### config.mk
export PLATFORM = sky130hd
export DESIGN_NAME = escape_length_prefix_decoder_unit
export DESIGN_NICKNAME = d
export VERILOG_FILES = /design/src/hw/rtl/elpd_pkg.sv /design/src/hw/rtl/escape_length_prefix_decoder_unit.sv
export SDC_FILE = /design/constraint.sdc
export NUM_CORES = 1
export LEC_CHECK = 0
export ABC_AREA = 1
export BUFFER_PORTS_ARGS = -buffer_cell sky130_fd_sc_hd__clkbuf_2
export CAP_MARGIN = 20
export CORE_MARGIN = 1.5
export CORE_UTILIZATION = 40
export CTS_CLUSTER_SIZE = 20
export DETAILED_ROUTE_END_ITERATION = 10
export PLACE_DENSITY = 0.6
export REMOVE_ABC_BUFFERS = 1
export SETUP_SLACK_MARGIN = 0.4
export SYNTH_ARGS = -nofsm -noshare
export SYNTH_HDL_FRONTEND = slang
export SYNTH_SLANG_ARGS = --single-unit
### constraint.sdc
create_clock -name clk -period 4.5 [get_ports clk]
set_input_delay 0.45 -clock clk [delete_from_list [all_inputs] [get_ports clk]]
set_output_delay 0.45 -clock clk [all_outputs]
set_load 0.01 [all_outputs]
### src/hw/rtl/elpd_pkg.sv
// Package for the escape-coded length prefix decoder.
// Holds the escape limits, the phase encoding and the result layout.
// No dependencies.
package elpd_pkg;

  localparam logic [7:0]  ESC_L1     = 8'd255;
  localparam logic [31:0] ESC_L2     = 32'd65535;
  localparam logic [31:0] ESC_L3     = 32'd16777215;
  localparam logic [31:0] ESC_SUM_12 = 32'd255 + ESC_L2;
  localparam logic [31:0] ESC_SUM_123 = 32'd255 + ESC_L2 + ESC_L3;

  localparam int unsigned SIZE_W     = 32;
  localparam int unsigned LEN_W      = 4;
  localparam int unsigned OUT_DATA_W = 40;

  // Decoder phase, one-hot.
  typedef enum logic [3:0] {
    PH_FIRST = 4'b0001,
    PH_GRP2  = 4'b0010,
    PH_GRP3  = 4'b0100,
    PH_GRP4  = 4'b1000
  } phase_t;

  typedef struct packed {
    logic [LEN_W-1:0]  encoded_length;
    logic [SIZE_W-1:0] size_value;
  } result_t;

endpackage

### src/hw/rtl/escape_length_prefix_decoder_unit.sv
// Top level of the escape-coded length prefix decoder.
// Byte stream in, decoded sizes out. Depends on elpd_pkg.
//
// A result is registered in the output register, or in the skid slot while output waits.
// One byte per cycle while the skid slot is empty. Decode path: one 32-bit add and compare.
// Reset (rst, synchronous, active high) clears the phase, counters and both output slots.
module escape_length_prefix_decoder_unit
  import elpd_pkg::*;
(
  input  logic        clk,
  input  logic        rst,
  input  logic        s_axis_tvalid,
  output logic        s_axis_tready,
  input  logic [7:0]  s_axis_tdata,   // [7:0] in_byte
  output logic        m_axis_tvalid,
  input  logic        m_axis_tready,
  output logic [39:0] m_axis_tdata    // [31:0] size_value, [35:32] encoded_length, rest zero
);

  // Decoder state.
  phase_t      phase, phase_next;
  logic [2:0]  group_bytes_seen, group_bytes_seen_next;
  logic [31:0] group_accumulator, group_accumulator_next;
  logic [31:0] running_total, running_total_next;
  logic [3:0]  bytes_consumed, bytes_consumed_next;

  // Output register plus a skid slot, so a byte can be taken while a result waits.
  result_t out_data, skid_data;
  logic    out_valid, skid_valid;

  logic    in_fire;
  logic    res_valid;
  result_t res_data;
  logic [2:0]  group_len;
  logic [31:0] acc_shift;
  logic [31:0] total_sum;
  logic [2:0]  seen_inc;
  logic [3:0]  consumed_inc;

  // The skid slot is the only thing that can stop the input.
  assign s_axis_tready = ~skid_valid;
  assign in_fire       = s_axis_tvalid & s_axis_tready;

  assign m_axis_tvalid = out_valid;
  assign m_axis_tdata  = {{(OUT_DATA_W - SIZE_W - LEN_W){1'b0}}, out_data};

  // Decode step for the byte at the input.
  always_comb begin
    case (phase)
      PH_GRP2: group_len = 3'd2;
      PH_GRP3: group_len = 3'd3;
      PH_GRP4: group_len = 3'd4;
      default: group_len = 3'd1;
    endcase

    acc_shift    = {group_accumulator[23:0], s_axis_tdata};
    total_sum    = running_total + acc_shift;
    seen_inc     = group_bytes_seen + 3'd1;
    consumed_inc = bytes_consumed + 4'd1;

    phase_next             = phase;
    group_bytes_seen_next  = group_bytes_seen;
    group_accumulator_next = group_accumulator;
    running_total_next     = running_total;
    bytes_consumed_next    = bytes_consumed;
    res_valid              = 1'b0;
    res_data.size_value    = total_sum;
    res_data.encoded_length = consumed_inc;

    if (in_fire) begin
      if (phase == PH_FIRST) begin
        // A first byte below the escape value is the whole size.
        res_data.size_value     = {24'd0, s_axis_tdata};
        res_data.encoded_length = 4'd1;
        if (s_axis_tdata != ESC_L1) begin
          res_valid = 1'b1;
        end else begin
          phase_next             = PH_GRP2;
          group_bytes_seen_next  = 3'd0;
          group_accumulator_next = 32'd0;
          running_total_next     = {24'd0, s_axis_tdata};
          bytes_consumed_next    = 4'd1;
        end
      end else if (seen_inc != group_len) begin
        // Still inside a big-endian group.
        group_accumulator_next = acc_shift;
        group_bytes_seen_next  = seen_inc;
        bytes_consumed_next    = consumed_inc;
      end else if (phase == PH_GRP2 && total_sum == ESC_SUM_12) begin
        // Total hit the second escape, so a 3-byte group follows.
        phase_next             = PH_GRP3;
        group_bytes_seen_next  = 3'd0;
        group_accumulator_next = 32'd0;
        running_total_next     = total_sum;
        bytes_consumed_next    = consumed_inc;
      end else if (phase == PH_GRP3 && total_sum == ESC_SUM_123) begin
        // Total hit the third escape, so a 4-byte group follows.
        phase_next             = PH_GRP4;
        group_bytes_seen_next  = 3'd0;
        group_accumulator_next = 32'd0;
        running_total_next     = total_sum;
        bytes_consumed_next    = consumed_inc;
      end else begin
        res_valid = 1'b1;
      end

      // Any finished prefix returns the decoder to its starting state.
      if (res_valid) begin
        phase_next             = PH_FIRST;
        group_bytes_seen_next  = 3'd0;
        group_accumulator_next = 32'd0;
        running_total_next     = 32'd0;
        bytes_consumed_next    = 4'd0;
      end
    end
  end

  always_ff @(posedge clk) begin
    if (rst) begin
      phase             <= PH_FIRST;
      group_bytes_seen  <= 3'd0;
      group_accumulator <= 32'd0;
      running_total     <= 32'd0;
      bytes_consumed    <= 4'd0;
    end else begin
      phase             <= phase_next;
      group_bytes_seen  <= group_bytes_seen_next;
      group_accumulator <= group_accumulator_next;
      running_total     <= running_total_next;
      bytes_consumed    <= bytes_consumed_next;
    end
  end

  // Output slots. A new result goes to the output register when it is free or
  // being drained; otherwise it waits in the skid slot, which then stalls the input.
  always_ff @(posedge clk) begin
    if (rst) begin
      out_valid  <= 1'b0;
      skid_valid <= 1'b0;
    end else if (out_valid && m_axis_tready) begin
      if (skid_valid) begin
        out_data   <= skid_data;
        skid_valid <= 1'b0;
      end else if (res_valid) begin
        out_data <= res_data;
      end else begin
        out_valid <= 1'b0;
      end
    end else if (!out_valid) begin
      if (res_valid) begin
        out_data  <= res_data;
        out_valid <= 1'b1;
      end
    end else if (res_valid) begin
      skid_data  <= res_data;
      skid_valid <= 1'b1;
    end
  end

endmodule
==> reports/qor.yml, run 1 <==
status:
  outcome: "finished, final reports clean"
final_layout:
  syn_to_final_growth_pct: 12.2
  n_fill_cell: 2182
  layout-drive-gt1-share: 0.105
  seq_area_sq_um: 3540
  multi_input_area_sq_um: 4380
  diodes: 0
  layout.nets: 1357
  finalCoreUtilization: 0.461
  layout.cells.non_filler: 1599
  final_area_sq_um: 9790
timing:
  finalWorstSetupSlack_ns: 0.964
  rsz0062_at_grt: "no"
  max_freq_mhz: 283
  setup_viol: 0
  relSlewSlack: 0.313
  worstMarginPinSlew_ns: 1.03
  finClkSkew_ns: 0.0146
  holdWs_ns: 0.284
  finalHoldViolCount: 0
  maxSlewViolCount: 0
  period_minus_slack_ns: 3.54
  min_period_over_period: 0.786
  setup_tns_ns: 0
synth:
  synth_most_common_cell: "nand2_1"
  netlist_area_sq_um: 8730
  async_flop_share: 0
  yosys_warnings: 0
  synth-seq-cells: 141
  synth_top_area_share: 0.248
  synth_area_per_cell_sq_um: 6.84
  yosysSeqAreaShare: 0.406
  synthCells: 1277
  synthTopCellsByArea: "edfxtp_1 25%, nand2_1 17%, dfxtp_1 16%, nor2_1 9.8%, inv_1 6.8%"
  synthFlopType: "edfxtp_1"
  yosysUniqueCellTypes: 38
  synth-edff-count: 72
  yosys.area.top_type: "edfxtp_1"
  ys_top_cells_by_count: "397 x nand2_1, 228 x nor2_1, 158 x inv_1"
routing:
  via_per_inst: 4.94
  routedWlPerCell_um: 14.6
  wl_um: 23400
  drc: 0
  drtIter0Drc: 457
  antenna_left: 0
  first_pass_iters: 5
  vias: 7895
worst_setup_path:
  worstPathRequired_ns: 4.69
  r2r_cells: 21
  slowest_stage: "fa_1"
  max_stage_delay_ns: 0.43
  cp_max_fo: 49
  cp-start-kind: "register"
  cp.arrival_ns: 3.72
  cp_cell_sequence: "ha_1 > fa_1 > nand3_1 > nand2_2 > nand2_1 > nand2_1 > xnor2_1 > nand3_1 > nor2_1 > nand2_1 > nor2_2 > nand2_1 > nor2_1 > nor2_1 > nand2_4 > nand2_4 > buf_12 > nand3_1 > nand2_1 > nor2_1 > nor2_1"
  critPathKind: "register to register"
  endpoint_kind: "register"
global_routing:
  antenna_found_initial: 0
  grt_pass1_wl_um: 37500
  grt_max_degree: 69
  grt_pass1_vias: 7195
  grt_overflow: 0
  grtUsageTotal: 0.216
placed_design:
  place_inst: 1566
  dp_slack_ns: 0.725
  gp_congestion: 0.948
  place_hpwl_um: 17300
  io_buffers: 49
  dpl_cell_area_sq_um: 9220
power_and_ir_drop:
  power_mw: 3.44
  ir_drop_mv: 0.245
  cellLeakagePower_nw: 4.74
  p_per_area_nw_per_um2: 351
floorplanning:
  die_area_sq_um: 22700
  design.core.area_sq_um: 21200
  fp.dieW_um: 151
  ioPinCount: 54
  initial_core_util: 0.411
  die_h_um: 151
  core.rowCount: 53
min_path:
  min_path_cells: 3
  hold_path_class: "input pin to register"
cts:
  cts_tree: "yes"
  cts_hold_buf: 0
  postCtsSetupBuffers: 0
  cts-root-buf: "clkbuf_16"
  cts_resized: 0
  clock-sinks: 141
  clk_pin_slew_ns: 0.07
  clock_path_buffers: 2
  insertion_delay_ns: 0.44
  h-tree-depth: 4
  cts_inserted_buffers: 17
run:
  maxCapViolations: 0
-- state kept, by name, indices dropped and copies added (netlist names) --
signal	cells
skid_data	36
m_axis_tvalid	1
skid_valid	1
m_axis_tdata	36
group_bytes_seen	3
group_accumulator	24
running_total	32
bytes_consumed	4
phase	4
-- cell type report --
type | instances | share of cell area
multi-input cells | 928 | 0.448
flip-flops and latches | 141 | 0.362
inverters | 165 | 0.0633
clock buffers | 17 | 0.0434
repair buffers | 58 | 0.0358
well taps | 275 | 0.0351
clock inverters | 15 | 0.0129
-- path summary, 6_finish.rpt --
| kind | slack, ns | from | to |
|---|---|---|---|
| max | 0.96 | running_total[0] | m_axis_tdata[0] |
| min reg2reg | 0.44 | running_total[15] | running_total[15] |
| max reg2reg | 0.96 | running_total[0] | m_axis_tdata[0] |
| min | 0.28 | s_axis_tdata[7] | group_accumulator[7] |
-- logic make-up after synthesis --
logic type      share of synthesized area
xor+xnor                           0.0100
buf+inv                            0.0960
fa+ha+maj                          0.0496
flops                               0.406
compound gates                     0.0849
other cells                      0.000430
simple gates                        0.353
-- where the power goes --
part	internal, mW	switching [mW]	leakage (nW)
clock	0.720	0.624	0.259
combinational	0.189	0.427	3.22
sequential	1.44	0.0389	1.26
-- layer usage --
layer	GRT usage	routed length [um]
met2	0.333	10200
met5	0	0
met1	0.300	11500
met3	0.0306	972
met4	0.0947	748
-- worst max-delay path: cells and delay by family, from the launching register on --
kind,cells,cell delay [ns]
XOR/XNOR,1,0.25
adder cells (fa/ha/maj),2,0.68
buffers and inverters,1,0.27
flip-flops,1,0.34
AND/OR/NAND/NOR,17,1.75
-- cell usage in the layout, fill, tap and decap left out, types with 11 or more instances in the layout --
master and count:
a21oi_1 84, clkbuf_2 49, a21oi_2 21, ha_1 33, nand3_1 72, nor2_1 226
nand3b_1 11, dfxtp_1 69, clkbuf_16 17, o21ai_0 16, edfxtp_1 72, inv_1 158
nand2_1 397
No activity file was read; power rests on OpenSTA's default activity.
==> inputs of run 2 (changes only) <==
==> constraint.sdc (replaced) <==
create_clock -name clk -period 3.15 [get_ports clk]
set_input_delay 0.315 -clock clk [delete_from_list [all_inputs] [get_ports clk]]
set_output_delay 0.315 -clock clk [all_outputs]
set_load 0.01 [all_outputs]
==> reports/qor.yml, run 2 (synthesis gave the netlist of run 1 again) <==
final_layout:
  final_common_cell: "nand2_1"  # unchanged
  diodes: 0  # unchanged
  layout.nets: 1486  # was 1357
  layout-drive-gt1-share: 0.302  # was 0.105
  final_area_sq_um: 11800  # was 9790 sq um
  syn_to_final_growth_pct: 35.4  # was 12.2%
  final_cell_mix: "351 x nand2_1, 196 x nor2_1, 158 x inv_1"  # was 397 x nand2_1, 226 x nor2_1, 158 x inv_1
worst_setup_path:
  worstPathRequired_ns: 3.44  # was 4.69 ns
  cp.arrival_ns: 3.29  # was 3.72 ns
  r2r_end: "m_axis_tdata[18]"  # was m_axis_tdata[0]
  endpoint_kind: "register"  # unchanged
  cp-start-kind: "register"  # unchanged
  regToRegStartpoint: "running_total[0]"  # unchanged
  reg2reg_slack_ns: 0.15  # was 0.96 ns
  critPathKind: "register to register"  # unchanged
  r2r_cells: 23  # was 21
  cp_max_fo: 6  # was 49
floorplanning:
  initial_core_util: 0.411  # unchanged
  die_area_sq_um: 22700  # unchanged
  core.rowCount: 53  # unchanged
  fp.dieW_um: 151  # unchanged
  die_h_um: 151  # unchanged
  design.core.area_sq_um: 21200  # unchanged
  ioPinCount: 54  # unchanged
timing:
  relSlewSlack: 0.575  # was 0.313
  period_minus_slack_ns: 3.00  # was 3.54 ns
  max_freq_mhz: 333  # was 283 MHz
  maxSlewViolCount: 0  # unchanged
  worstMarginPinSlew_ns: 0.636  # was 1.03 ns
  min_period_over_period: 0.954  # was 0.786
  finClkSkew_ns: 0.00852  # was 0.0146 ns
  setup_viol: 0  # unchanged
  rsz0062_at_grt: "yes"  # was no
  holdWs_ns: 0.216  # was 0.284 ns
  setup_tns_ns: 0  # unchanged
  finalHoldViolCount: 0  # unchanged
placed_design:
  dpl_cell_area_sq_um: 10000  # was 9220 sq um
  place_hpwl_um: 18500  # was 17300 um
  gp_congestion: 0.933  # was 0.948
  io_buffers: 49  # unchanged
cts:
  cts_tree: "yes"  # unchanged
  cts_inserted_buffers: 17  # unchanged
  clock_path_buffers: 2  # unchanged
  cts-root-buf: "clkbuf_16"  # unchanged
  insertion_delay_ns: 0.43  # was 0.44 ns
  cts_hold_buf: 0  # unchanged
  clk_pin_slew_ns: 0.06  # was 0.07 ns
  clock-sinks: 141  # unchanged
  h-tree-depth: 4  # unchanged
global_routing:
  grt_pass1_wl_um: 40400  # was 37500 um
  grt_max_degree: 69  # unchanged
  grtUsageTotal: 0.232  # was 0.216
  grt_overflow: 0  # unchanged
  antenna_found_initial: 0  # unchanged
  grt_pass1_vias: 7849  # was 7195
min_path:
  worstHoldStart: "m_axis_tready"  # was s_axis_tdata[7]
  hold_path_class: "input pin to register"  # unchanged
  hold_end: "skid_valid"  # was group_accumulator[7]
  min_path_cells: 4  # was 3
routing:
  wl_um: 25900  # was 23400 um
  routedWlPerCell_um: 15.0  # was 14.6 um
  first_pass_iters: 5  # unchanged
  antenna_left: 0  # unchanged
  drc: 0  # unchanged
  vias: 8411  # was 7895
  drtIter0Drc: 463  # was 457
  via_per_inst: 4.87  # was 4.94
power_and_ir_drop:
  p_per_area_nw_per_um2: 460  # was 351 nW/um^2
  cellLeakagePower_nw: 5.53  # was 4.74 nW
  power_mw: 5.44  # was 3.44 mW
  ir_drop_mv: 0.327  # was 0.245 mV
run:
  maxCapViolations: 0  # unchanged
status:
  outcome: "finished, final reports clean"  # unchanged
==> run 2: cell count changes in the layout (fill, tap and decap cells not counted), sizes merged <==
cell / change
clkbuf: +2
nand2: +1
clkinv: -1
inv: +1
buf: +126
clkinvlp: -1
bufinv: +1
==> run 2: routing by layer <==
layer  GRT usage  vias to the layer above  wire length, um
met2       0.378                      170            12000
li1            -                     4349                -
met5           0                        -                0
met3      0.0412                       32             1050
met1       0.312                     3860            12300
met4      0.0733                        0              585
==> run 2: stage by stage <==
stage | utilization | cells | worst slack, ns
5_1_grt | 0.557 | 1728 | -0.0496
3_3_place_gp | 0.473 | 1672 | -0.135
6_report | 0.557 | 1728 | 0.145
2_1_floorplan | - | 1234 | -1.51
4_1_cts | 0.524 | 1710 | 0.135
3_5_place_dp | 0.473 | 1672 | -0.219
==> run 2: cell type report <==
| class | count | area [sq um] |
|---|---|---|
| well taps | 275 | 344 |
| clock inverters | 15 | 150 |
| multi-input cells | 929 | 5230 |
| fillers | 2023 | 9410 |
| flip-flops and latches | 141 | 3580 |
| repair buffers | 186 | 1460 |
| clock buffers | 17 | 425 |
| inverters | 165 | 623 |
==> run 2: how the worst max path moves through the flow <==
stage / endpoint / slack [ns] / depth (start not counted) / startpoint
5_1_grt: m_axis_tdata[27] / -0.05 / 22 / group_accumulator[15]
3_3_place_gp: m_axis_tdata[5] / -0.13 / 24 / s_axis_tdata[5]
2_1_floorplan: skid_data[0] / -1.51 / 21 / s_axis_tdata[0]
3_5_place_dp: m_axis_tdata[3] / -0.22 / 25 / s_axis_tdata[0]
4_1_cts: m_axis_tdata[3] / 0.14 / 23 / running_total[0]
6_report: m_axis_tdata[18] / 0.15 / 23 / running_total[0]
==> run 2: report_power, final <==
| group | switching (mW) | internal, mW |
|---|---|---|
| Combinational | 0.756 | 0.558 |
| Sequential | 0.0631 | 2.06 |
| Clock | 0.890 | 1.11 |
| Total | 1.71 | 3.73 |
==> run 2: critical path, cell delays in order, from the launching register on <==
cell	delay, ns
dfxtp_4	0.36
ha_4	0.16
fa_2	0.37
nand3_4	0.09
nand2_4	0.08
nand2_4	0.07
nand2_4	0.08
nand2_4	0.08
nand3b_1	0.08
nand2_2	0.10
nand2_1	0.05
nor2_1	0.09
nand2_1	0.07
nor2_2	0.11
nand2_1	0.08
nor2_2	0.14
nor2_2	0.06
nand2_4	0.11
nand2_8	0.10
buf_6	0.16
buf_12	0.14
a21oi_2	0.12
nor2_1	0.05
nor2_1	0.10
==> run 2: what timing repair did <==
item / in CTS / in global routing
cloned: 1 / 3
endpoints found under the setup margin: 90 / 117
resized for setup: 79 / 148
setup buffers: 5 / 14
pin swaps: 5 / 21
